==> src/sv/vfdd_pkg.sv <==
// ----------------------------------------------------------------------------
// vfdd_pkg
// Types, constants and lookup functions of the vertex format descriptor decoder.
// ----------------------------------------------------------------------------
package vfdd_pkg;

	localparam int LANE_COUNT_DEF  = 18;
	localparam int TYPED_LANES_DEF = 16;
	localparam int CODE_W          = 4;
	localparam int LANE_W          = 5;
	localparam int OFFS_W          = 9;

	localparam logic [3:0] USAGE_POSITION = 4'd0;
	localparam logic [3:0] USAGE_WEIGHT   = 4'd1;
	localparam logic [3:0] USAGE_INDICES  = 4'd2;
	localparam logic [3:0] USAGE_NORMAL   = 4'd3;
	localparam logic [3:0] USAGE_TEXCOORD = 4'd5;
	localparam logic [3:0] USAGE_TANGENT  = 4'd6;
	localparam logic [3:0] USAGE_BINORMAL = 4'd7;
	localparam logic [3:0] USAGE_COLOR    = 4'd10;

	localparam logic [1:0] NCLASS_NONE  = 2'd0;
	localparam logic [1:0] NCLASS_FLOAT = 2'd1;
	localparam logic [1:0] NCLASS_NORM  = 2'd2;
	localparam logic [1:0] NCLASS_INT   = 2'd3;

	localparam int ST_DECODED  = 0;
	localparam int ST_VALID    = 0;
	localparam int ST_UNKNOWN  = 1;
	localparam int ST_SIZE_MIS = 2;
	localparam int ST_CNT_MIS  = 3;

	typedef struct packed {
		logic [17:0] lane_mask;
		logic [63:0] type_codes;
		logic [15:0] declared_size;
		logic [7:0]  declared_count;
	} desc_item_t;

	typedef struct packed {
		logic              is_summary;
		logic [4:0]        lane_or_count;
		logic [3:0]        usage;
		logic [2:0]        usage_index;
		logic [3:0]        type_code;
		logic [3:0]        status_bits;
		logic [OFFS_W-1:0] offset_or_stride;
		logic [2:0]        component_count;
		logic [2:0]        component_bytes;
		logic [4:0]        element_bytes;
		logic [5:0]        format_number;
		logic [1:0]        number_class;
	} res_item_t;

	typedef struct packed {
		logic              bound;
		logic [CODE_W-1:0] code;
		logic [LANE_W-1:0] lane;
	} lane_slot_t;

	typedef struct packed {
		logic [2:0] comps;
		logic [2:0] comp_bytes;
		logic [4:0] total;
		logic [5:0] format;
		logic [1:0] nclass;
	} elem_t;

	typedef struct packed {
		logic clear;
		logic lane_go;
		logic sum_go;
	} emit_ctrl_t;

	// total of zero marks a code that does not decode
	function automatic elem_t elem_lookup(input logic [CODE_W-1:0] code);
		elem_t e;
		e = '0;
		case (code)
			4'd1:    e = '{3'd2, 3'd2, 5'd4,  6'd34, NCLASS_FLOAT};
			4'd3:    e = '{3'd4, 3'd2, 5'd8,  6'd11, NCLASS_FLOAT};
			4'd5:    e = '{3'd2, 3'd4, 5'd8,  6'd16, NCLASS_FLOAT};
			4'd6:    e = '{3'd3, 3'd4, 5'd12, 6'd6,  NCLASS_FLOAT};
			4'd7:    e = '{3'd4, 3'd4, 5'd16, 6'd2,  NCLASS_FLOAT};
			4'd8:    e = '{3'd4, 3'd1, 5'd4,  6'd30, NCLASS_INT};
			4'd9:    e = '{3'd4, 3'd1, 5'd4,  6'd28, NCLASS_NORM};
			4'd10:   e = '{3'd4, 3'd0, 5'd4,  6'd24, NCLASS_NORM};
			default: e = '0;
		endcase
		return e;
	endfunction

	function automatic logic [3:0] lane_usage(input logic [LANE_W-1:0] lane);
		logic [3:0] u;
		case (lane)
			5'd0:                       u = USAGE_POSITION;
			5'd1:                       u = USAGE_WEIGHT;
			5'd2:                       u = USAGE_INDICES;
			5'd3:                       u = USAGE_NORMAL;
			5'd4, 5'd5:                 u = USAGE_COLOR;
			5'd6, 5'd7, 5'd8, 5'd9,
			5'd10, 5'd11, 5'd12, 5'd13: u = USAGE_TEXCOORD;
			5'd14, 5'd15:               u = USAGE_TANGENT;
			5'd16, 5'd17:               u = USAGE_BINORMAL;
			default:                    u = USAGE_POSITION;
		endcase
		return u;
	endfunction

	function automatic logic [2:0] lane_usage_index(input logic [LANE_W-1:0] lane);
		logic [2:0] ix;
		case (lane)
			5'd5, 5'd7, 5'd15, 5'd17: ix = 3'd1;
			5'd8:                     ix = 3'd2;
			5'd9:                     ix = 3'd3;
			5'd10:                    ix = 3'd4;
			5'd11:                    ix = 3'd5;
			5'd12:                    ix = 3'd6;
			5'd13:                    ix = 3'd7;
			default:                  ix = 3'd0;
		endcase
		return ix;
	endfunction

endpackage

==> src/sv/vfdd_cell.sv <==
// ----------------------------------------------------------------------------
// vfdd_cell
// One lane slot of the shift row: parallel load, shift from the upstream neighbor.
// ----------------------------------------------------------------------------
module vfdd_cell (
	input  logic               clk,
	input  logic               arst_n,
	input  logic               load,
	input  logic               shift,
	input  vfdd_pkg::lane_slot_t load_slot,
	input  vfdd_pkg::lane_slot_t next_slot,
	output vfdd_pkg::lane_slot_t slot
);
	import vfdd_pkg::*;

	lane_slot_t slot_q;

	always_ff @(posedge clk or negedge arst_n) begin
		if (!arst_n) begin
			slot_q <= '0;
		end else if (load) begin
			slot_q <= load_slot;
		end else if (shift) begin
			slot_q <= next_slot;
		end
	end

	assign slot = slot_q;

endmodule

==> src/sv/vfdd_emit.sv <==
// ----------------------------------------------------------------------------
// vfdd_emit
// Decodes the head lane, keeps offset, count and unknown flag, and holds the
// output item register.
// ----------------------------------------------------------------------------
module vfdd_emit (
	input  logic                 clk,
	input  logic                 arst_n,
	input  vfdd_pkg::emit_ctrl_t ctrl,
	input  vfdd_pkg::lane_slot_t head,
	input  logic [15:0]          declared_size,
	input  logic [7:0]           declared_count,
	input  logic                 res_ready,
	output logic                 res_valid,
	output vfdd_pkg::res_item_t  res,
	output logic                 out_free
);
	import vfdd_pkg::*;

	logic [OFFS_W-1:0] offset_q;
	logic [LANE_W-1:0] pop_q;
	logic              unknown_q;
	logic              valid_q;
	res_item_t         res_q;
	elem_t             e;
	logic              ok;
	logic              lane_wr;
	res_item_t         lane_res;
	res_item_t         sum_res;

	assign e       = elem_lookup(head.code);
	assign ok      = (e.total != '0);
	assign lane_wr = ctrl.lane_go && head.bound;
	assign out_free = !valid_q || res_ready;

	always_comb begin
		lane_res                   = '0;
		lane_res.lane_or_count     = head.lane;
		lane_res.usage             = lane_usage(head.lane);
		lane_res.usage_index       = lane_usage_index(head.lane);
		lane_res.type_code         = head.code;
		lane_res.status_bits[ST_DECODED] = ok;
		lane_res.offset_or_stride  = offset_q;
		if (ok) begin
			lane_res.component_count = e.comps;
			lane_res.component_bytes = e.comp_bytes;
			lane_res.element_bytes   = e.total;
			lane_res.format_number   = e.format;
			lane_res.number_class    = e.nclass;
		end

		sum_res                  = '0;
		sum_res.is_summary       = 1'b1;
		sum_res.lane_or_count    = pop_q;
		sum_res.offset_or_stride = offset_q;
		sum_res.status_bits[ST_VALID]    = (pop_q != '0) && !unknown_q;
		sum_res.status_bits[ST_UNKNOWN]  = unknown_q;
		sum_res.status_bits[ST_SIZE_MIS] = (declared_size != '0) && (offset_q != '0) &&
			(declared_size != {{(16-OFFS_W){1'b0}}, offset_q});
		sum_res.status_bits[ST_CNT_MIS]  = (declared_count != '0) &&
			(declared_count != {{(8-LANE_W){1'b0}}, pop_q});
	end

	always_ff @(posedge clk or negedge arst_n) begin
		if (!arst_n) begin
			offset_q  <= '0;
			pop_q     <= '0;
			unknown_q <= 1'b0;
		end else if (ctrl.clear) begin
			offset_q  <= '0;
			pop_q     <= '0;
			unknown_q <= 1'b0;
		end else if (lane_wr) begin
			pop_q <= pop_q + 1'b1;
			if (ok) begin
				offset_q <= offset_q + {{(OFFS_W-5){1'b0}}, e.total};
			end else begin
				unknown_q <= 1'b1;
			end
		end
	end

	always_ff @(posedge clk or negedge arst_n) begin
		if (!arst_n) begin
			valid_q <= 1'b0;
		end else if (lane_wr || ctrl.sum_go) begin
			valid_q <= 1'b1;
		end else if (res_ready) begin
			valid_q <= 1'b0;
		end
	end

	always_ff @(posedge clk) begin
		if (lane_wr) begin
			res_q <= lane_res;
		end else if (ctrl.sum_go) begin
			res_q <= sum_res;
		end
	end

	assign res_valid = valid_q;
	assign res       = res_q;

endmodule

==> src/sv/vertex_format_descriptor_decoder.sv <==
// ----------------------------------------------------------------------------
// vertex_format_descriptor_decoder
// Splits a vertex format descriptor into per-lane results and a summary.
// ----------------------------------------------------------------------------
// An accepted descriptor is loaded into a row of LANE_COUNT lane cells that
// shift one lane per cycle into the decode head: one step per lane, bound or
// not, plus one for the summary, which is always the last item of the run.
// Stalls on the result side hold the decoder only at bound lanes and the
// summary. A new descriptor is taken in the cycle its predecessor's summary
// enters the output register.
module vertex_format_descriptor_decoder #(
	parameter int LANE_COUNT  = vfdd_pkg::LANE_COUNT_DEF,
	parameter int TYPED_LANES = vfdd_pkg::TYPED_LANES_DEF
) (
	input  logic                   clk,
	input  logic                   arst_n,
	input  logic                   desc_valid,
	output logic                   desc_ready,
	input  vfdd_pkg::desc_item_t   desc,
	output logic                   res_valid,
	input  logic                   res_ready,
	output vfdd_pkg::res_item_t    res
);
	import vfdd_pkg::*;

	localparam int STEP_W = $clog2(LANE_COUNT + 1);

	lane_slot_t        slots [LANE_COUNT];
	lane_slot_t        loads [LANE_COUNT];
	logic              busy_q;
	logic [STEP_W-1:0] step_q;
	logic [15:0]       decl_size_q;
	logic [7:0]        decl_count_q;
	logic              accept;
	logic              step_sum;
	logic              step_lane;
	logic              adv;
	logic              out_free;
	emit_ctrl_t        ctrl;

	assign step_sum  = busy_q && (step_q == STEP_W'(LANE_COUNT));
	assign step_lane = busy_q && !step_sum;
	assign adv       = (step_lane && (!slots[0].bound || out_free)) || (step_sum && out_free);
	assign desc_ready = !busy_q || (step_sum && out_free);
	assign accept    = desc_valid && desc_ready;

	assign ctrl.clear   = accept;
	assign ctrl.lane_go = step_lane && adv;
	assign ctrl.sum_go  = step_sum && adv;

	genvar i;
	generate
		for (i = 0; i < LANE_COUNT; i++) begin : g_cell
			assign loads[i].bound = desc.lane_mask[i];
			assign loads[i].lane  = LANE_W'(i);
			if (i < TYPED_LANES) begin : g_typed
				assign loads[i].code = desc.type_codes[CODE_W*i +: CODE_W];
			end else begin : g_untyped
				assign loads[i].code = '0;
			end

			if (i == LANE_COUNT - 1) begin : g_tail
				vfdd_cell u_cell (
					.clk       (clk),
					.arst_n    (arst_n),
					.load      (accept),
					.shift     (ctrl.lane_go),
					.load_slot (loads[i]),
					.next_slot ('0),
					.slot      (slots[i])
				);
			end else begin : g_body
				vfdd_cell u_cell (
					.clk       (clk),
					.arst_n    (arst_n),
					.load      (accept),
					.shift     (ctrl.lane_go),
					.load_slot (loads[i]),
					.next_slot (slots[i+1]),
					.slot      (slots[i])
				);
			end
		end
	endgenerate

	always_ff @(posedge clk or negedge arst_n) begin
		if (!arst_n) begin
			busy_q <= 1'b0;
			step_q <= '0;
		end else if (accept) begin
			busy_q <= 1'b1;
			step_q <= '0;
		end else if (adv) begin
			if (step_sum) begin
				busy_q <= 1'b0;
				step_q <= '0;
			end else begin
				step_q <= step_q + 1'b1;
			end
		end
	end

	always_ff @(posedge clk) begin
		if (accept) begin
			decl_size_q  <= desc.declared_size;
			decl_count_q <= desc.declared_count;
		end
	end

	vfdd_emit u_emit (
		.clk            (clk),
		.arst_n         (arst_n),
		.ctrl           (ctrl),
		.head           (slots[0]),
		.declared_size  (decl_size_q),
		.declared_count (decl_count_q),
		.res_ready      (res_ready),
		.res_valid      (res_valid),
		.res            (res),
		.out_free       (out_free)
	);

endmodule

==> config.mk <==
export PLATFORM = sky130hd
export DESIGN_NAME = vertex_format_descriptor_decoder
export DESIGN_NICKNAME = d
export VERILOG_FILES = /design/src/sv/vfdd_pkg.sv /design/src/sv/vfdd_cell.sv /design/src/sv/vfdd_emit.sv /design/src/sv/vertex_format_descriptor_decoder.sv
export SDC_FILE = /design/constraint.sdc
export NUM_CORES = 1
export LEC_CHECK = 0
export BUFFER_PORTS_ARGS = -buffer_cell sky130_fd_sc_hd__buf_4
export CORE_ASPECT_RATIO = 0.5
export CORE_UTILIZATION = 61
export DETAILED_ROUTE_END_ITERATION = 7
export PLACE_DENSITY = 0.94
export SYNTH_ARGS = -nofsm -noshare
export SYNTH_HDL_FRONTEND = slang
export SYNTH_SLANG_ARGS = --single-unit
==> constraint.sdc <==
create_clock -name clk -period 5.6 [get_ports clk]
set_input_delay 0 -clock clk [delete_from_list [all_inputs] [get_ports clk]]
set_output_delay 0 -clock clk [all_outputs]
set_load 0.02 [all_outputs]
---- Word level (Yosys, flattened, before mapping) ----
Memory sizes are Yosys's and may differ from the RTL's.
Index checks and enable logic that the tools add are counted.
word-level totals
  bits of input ports ..................... 110
  bits in read-only memories .............. 496
  word-level logic and storage cells ...... 177
  output and inout bits ................... 51
  memories kept ........................... 3
  flip-flop bits (word level) ............. 275
cells by class
  add/sub/neg operators ................... 3
  reduce and logical (&&, ||, !) cells .... 37
  equality and inequality tests ........... 4
  muxes and demuxes ....................... 55
memory list
  memory           words  width  rd ports  clocked after memory_dff  wr ports  line             text
  (no name shown)  16     17     1         0                         0         vfdd_pkg.sv:79   case (code)
  (no name shown)  32     4      1         0                         0         vfdd_pkg.sv:95   case (lane)
  (no name shown)  32     3      1         0                         0         vfdd_pkg.sv:112  case (lane)
operator list
  cell                 count
  $mux 10              36
  $mux 48              2
  $mux 9               3
  $mux 5               5
  $mux 19              1
  $ne 16x9->1          1
  $reduce_bool 16->1   1
  $reduce_bool 2->1    7
  $logic_and 1x1->1    12
  $add 5x1->5 const B  2
  $reduce_bool 5->1    2
  $add 9x5->9          1
  $reduce_bool 9->1    1
  $mux 1               8
  $ne 8x5->1           1
  $reduce_bool 8->1    1
  $reduce_and 2->1     3
  $eq 5x5->1 const B   1
  $logic_not 1->1      5
  $logic_or 1x1->1     5
  $ne 2x2->1 const B   1

---- Depth between registers and ports, before layout ----
  word-level depth ........................ 10
  gate-level depth with buffers ........... 11

---- By module ----
Synthesis repeated with hierarchy kept, for this count alone.
unflattened totals
  cell total of the unflattened synthesis .. 1119
  area, all modules ....................... 12479.5 um2
by module, submodules not included
  module                            area each (um2)  times used  seq. area each (um2)  cells an instance
  vfdd_cell                         462.9            18          250.2                 43
  vfdd_emit                         3047.9           1           1661.6                277
  vertex_format_descriptor_decoder  1098.6           1           870.8                 68

---- Least setup slack after synthesis ----
Ideal clock, no wire load.
  path kind ............................... flip-flop to flip-flop
  from .................................... register step_q[0]
  to ...................................... register u_emit.res_q, in the netlist u_emit.res[0], enable pin
  setup slack ............................. 2957 ps
  cell stages (with the launch flop) ...... 7
  buffers on the path ..................... 0
  period minus slack after synthesis ...... 2643 ps
  data arrival time ....................... 2243 ps
  path through ............................ dfrtp_1 inv_1 ha_1 and4bb_1 nor2_1 or3_1 inv_1
on the way
  cells in the longest elaborated chain, start to end .. 9
  elaborated cells on any way between the ends .. 11
  classes of those cells .................. 1 x eq/ne; 10 x reduce/logical
RTL lines
  item                                    line                                    text
  start: declaration                      vertex_format_descriptor_decoder.sv:31  logic [STEP_W-1:0] step_q;
  start signal: assignment                vertex_format_descriptor_decoder.sv:98  step_q <= step_q + 1'b1;
  $eq 5x5->1 (*)                          vertex_format_descriptor_decoder.sv:41  assign step_sum = busy_q && (step_q == STEP_W'(LANE_COUNT));
  $logic_and 1x1->1 (*)                   vertex_format_descriptor_decoder.sv:41
  $logic_not 1->1                         vertex_format_descriptor_decoder.sv:42  assign step_lane = busy_q && !step_sum;
  $logic_and 1x1->1                       vertex_format_descriptor_decoder.sv:42
  $logic_and 1x1->1                       vertex_format_descriptor_decoder.sv:43  assign adv = (step_lane && (!slots[0].bound || out_free)) || (step_sum && out_free);
  $logic_or 1x1->1                        vertex_format_descriptor_decoder.sv:43
  $logic_and 1x1->1                       vertex_format_descriptor_decoder.sv:48  assign ctrl.lane_go = step_lane && adv;
  $logic_and 1x1->1                       vfdd_emit.sv:33                         assign lane_wr = ctrl.lane_go && head.bound;
  $reduce_bool 2->1 (no source line) (*)  --
  end signal: assignment                  vfdd_emit.sv:95                         res_q <= lane_res;
  end signal: assignment                  vfdd_emit.sv:97                         res_q <= sum_res;
  end: declaration                        vfdd_emit.sv:24                         res_item_t res_q;
Every way passes the cells marked *; elsewhere a longest branch is shown, timed or not.
A chain may end at the register's enable or synchronous reset.

---- Worst setup path after layout ----
  from .................................... register step_q[0]
  to ...................................... register g_cell[2].g_body.u_cell.slot_q, in the netlist g_cell[2].g_body.u_cell.slot[7]
on the way
  cells in the longest elaborated chain, start to end .. 8
  elaborated cells on any way between the ends .. 12
  classes of those cells .................. 1 x eq/ne; 1 x mux; 10 x reduce/logical
RTL lines
  item                                line                                    text
  $eq 5x5->1 (*)                      vertex_format_descriptor_decoder.sv:41
  $logic_and 1x1->1 (*)               vertex_format_descriptor_decoder.sv:41
  $logic_not 1->1                     vertex_format_descriptor_decoder.sv:42
  $logic_and 1x1->1                   vertex_format_descriptor_decoder.sv:42
  $logic_and 1x1->1                   vertex_format_descriptor_decoder.sv:43
  $logic_or 1x1->1                    vertex_format_descriptor_decoder.sv:43
  $logic_and 1x1->1                   vertex_format_descriptor_decoder.sv:48
  $reduce_bool 2->1 (no source line)  --
  end signal: assignment              vfdd_cell.sv:22                         slot_q <= load_slot;
  end signal: assignment              vfdd_cell.sv:24                         slot_q <= next_slot;
  end: declaration                    vfdd_cell.sv:16                         lane_slot_t slot_q;
Marked as above.

==> flow_summary.ini <==
[grt]
grt_pass1_vias = 9321
grt_pass1_wl_mm = 49.1
track_usage_pct = 36.6
grt-ovfl-total = 0
antenna_found_initial = 2
grt_max_degree = 100

[logic_synthesis]
ys_ff_latch = 245
synth_cell_types = 54
seq_area_frac_synth_pct = 61.8
post_synth.cell_area_avg_sq_um = 10.4
synthCells = 1000
netlist_area_sq_mm = 0.0104
ys.flop_type = dfrtp_1
synth_edf_count = 66
synth-async-reset-ratio_pct = 71.4
yosys_warnings = 0

[critical_path]
startpoint = step_q[0]$_DFFE_PN0P_
worstSetupStartpointType = register
slowest_stage = a211oi_4
cpLargestDelayFamily = buffers and inverters
path_cells = inv_1 -> ha_1 -> and4bb_1 -> a211oi_4 -> buf_4 -> a22oi_1 -> nand2_1 -> dlygate4sd3_1
cp-end-kind = register
critPathBufInv = 3
cp.required_ns = 6.01
r2r_start = step_q[0]$_DFFE_PN0P_
worstSetupPathType = reg -> reg
critPathMaxStageDelay_ns = 0.98
path_max_fanout = 53
critPathArrivalTime_ns = 4.21

[pwr]
leakagePower_nw = 6.40
p_switching_w = 0.00218
peakVddDrop_mv = 0.269
comb_power_share_pct = 29.4
switching_share_pct = 36.4
p_int_w = 0.00380
clockPowerShare_pct = 23.8
power_density_mw_per_mm2 = 441
seqPwrFrac_pct = 46.8

[clocking]
cts_setup_buffers = 0
cts_hold_buffers = 128
clock_path_buffers = 3
cts_buffers = 21
cts.htree.levels = 1
cts_repair_resize_count = 0
clkLatencyLatePin_ns = 0.51
clk_pin_slew_ns = 0.09
clock-root-buffer = clkbuf_16
cts.sinks = 245
tritoncts = done

[floorplanning]
core_area_sq_mm = 0.0166
die_w_um = 187
io_pins = 161
dieHeight_um = 94.4
num_rows = 33
dieArea_sq_mm = 0.0176
initial_utilization_pct = 63.0

[timing]
tns_ns = 0
finalCriticalPeriod_ns = 3.80
maxSlewHeadroom_pct = 20.4
hold_viol_final = 0
clock_skew_ns = 0.0184
rsz0062_at_grt = false
setup_viol = 0
slew_viol_final = 0
post-route-period-util_pct = 67.8
worst_slew_pin_slew_ns = 1.19
worst_hold_slack_ns = 0.189
max_freq_ghz = 0.263

[detailed_routing]
drtIter0Drc = 1159
drtAntennaViolNets = 0
drc = 0
wirelength_mm = 31.7
drt_first_pass_iters = 6
wire_per_inst_um = 21.2
viasPerCell = 6.09
num_vias = 9091

[finish]
synthToLayoutAreaGrowth_pct = 30.0
layout-drive-gt1-share_pct = 16.4
final_cell_mix = nand2_1, dfrtp_1, buf_4
final_common_cell = nand2_1
n_fill_cell = 802
nets = 1381
fin_area_sq_mm = 0.0135
fin_cells = 1494

[run_status]
status = complete, no violations

[placed_design]
gp_congestion = 0.846
place.port_buffers = 158
detailed_place_hpwl_mm = 14.3
dpl.cell_count = 1329
dpl_cell_area_sq_mm = 0.0116

[run]
cap_violations = 0

[worst_hold_path]
hold_path_class = in -> async
[worst paths after layout]
path	end	slack, ns	depth (start not counted)
setup / recovery	g_cell[2].g_body.u_cell.slot[7]$_DFFE_PN0P_	1.80	8
hold / removal	g_cell[13].g_body.u_cell.slot[8]$_DFFE_PN0P_	0.19	2
setup reg to reg	g_cell[2].g_body.u_cell.slot[7]$_DFFE_PN0P_	1.80	8
hold reg to reg	g_cell[12].g_body.u_cell.slot[5]$_DFFE_PN0P_	0.48	2
max in group asynchronous	u_emit.offset_q[3]$_DFFE_PN0P_	3.88	3
min in group clk	decl_size_q[15]$_DFFE_PN_	0.21	2
[kinds of logic (layout without fill, tap and decap cells)]
kind of cell               after synthesis  after routing  share of synthesized area, %
xor gates and xnor gates                19             19                          1.60
buffers and inverters                   78            342                          4.01
AOI/OAI and AO/OA                      177            177                          11.3
adders and majority gates               18             18                          2.23
and+or+nand+nor                        457            457                          18.6
other                                    1              4                        0.0360
muxes                                    5              5                         0.480
DFF                                    245            245                          61.8
[worst reg2reg max path: cells and delay by family (launching register included)]
kind                     cells  cell delay [ns]
AO/OA/AOI/OAI                2             1.18
flip-flops                   1             0.43
AND/OR/NAND/NOR              2             0.41
buffers and inverters        3             1.40
adder cells (fa/ha/maj)      1             0.28
[registers in the layout, summed over array words and instances, names as in the netlist, 5 cells and up]
register                   flops
step_q                         5
decl_count_q                   8
u_emit.offset_q                7
decl_size_q                   16
u_emit.res                    46
g_cell.g_body.u_cell.slot    154
u_emit.pop_q                   5
[through the flow]
step	power, W	utilization, %	setup WS, ns
global route	0.00621	81.8	1.63
floorplan	0.00371	-	2.96
detailed placement	0.00419	70.2	2.56
finish	0.00597	81.8	1.80
CTS	0.00571	81.8	2.19
global placement	0.00406	70.2	2.72
[per-layer routing]
metal | wire (um) | part of all wire [%] | global-route usage (%) | vias to the layer above
li1 | - | - | - | 3902
met1 | 10800 | 34 | 40.9 | 4292
met2 | 15700 | 50 | 64.2 | 691
met3 | 2820 | 8.9 | 8.58 | 204
met4 | 2320 | 7.3 | 24.5 | 2
met5 | 13 | 0.041 | 0 | -
[final cells by class]
| class | instances | area [sq um] | share of cell area [%] |
|---|---|---|---|
| Timing Repair Buffer | 294 | 2540 | 18.8 |
| Inverter | 12 | 47.5 | 0.351 |
| Antenna cell | 1 | 2.50 | 0.0185 |
| Tap cell | 227 | 284 | 2.10 |
| Clock buffer | 31 | 603 | 4.45 |
| Clock inverter | 5 | 31.3 | 0.231 |
| Sequential cell | 245 | 6440 | 47.5 |
| Multi-Input combinational cell | 679 | 3590 | 26.5 |
[power groups by stage]
stage | logic, W | registers, W | clock network, W
floorplan | 0.000994 | 0.00271 | 0
global placement | 0.00135 | 0.00271 | 0
detailed placement | 0.00145 | 0.00275 | 0
CTS | 0.00161 | 0.00272 | 0.00138
global route | 0.00189 | 0.00283 | 0.00149
finish | 0.00176 | 0.00279 | 0.00142
[cell usage after synthesis, types with 3 or more instances]
library cell	instances	share of area (%)
nand2_1	330	12
dfrtp_1	175	42
a22oi_1	75	5.4
edfxtp_1	66	19
a21oi_1	58	2.8
nor2_1	36	1.3
nand3_1	34	1.6
buf_2	31	1.5
buf_4	17	1.2
ha_1	17	2.0
clkbuf_1	14	0.50
o21ai_0	13	0.62
inv_1	11	0.40
xor2_1	11	0.92
and2_1	10	0.60
nand2b_1	9	0.54
xnor2_1	8	0.67
nor4_1	7	0.42
nand4_1	6	0.36
nor3_1	6	0.29
a22o_1	5	0.42
and3_1	5	0.30
mux2i_1	5	0.48
a21o_1	4	0.29
a31oi_1	4	0.24
dfxtp_1	4	0.77
or3_1	4	0.24
a21oi_2	3	0.25
buf_6	3	0.32
Note: power is estimated with default switching activity, not from simulation.
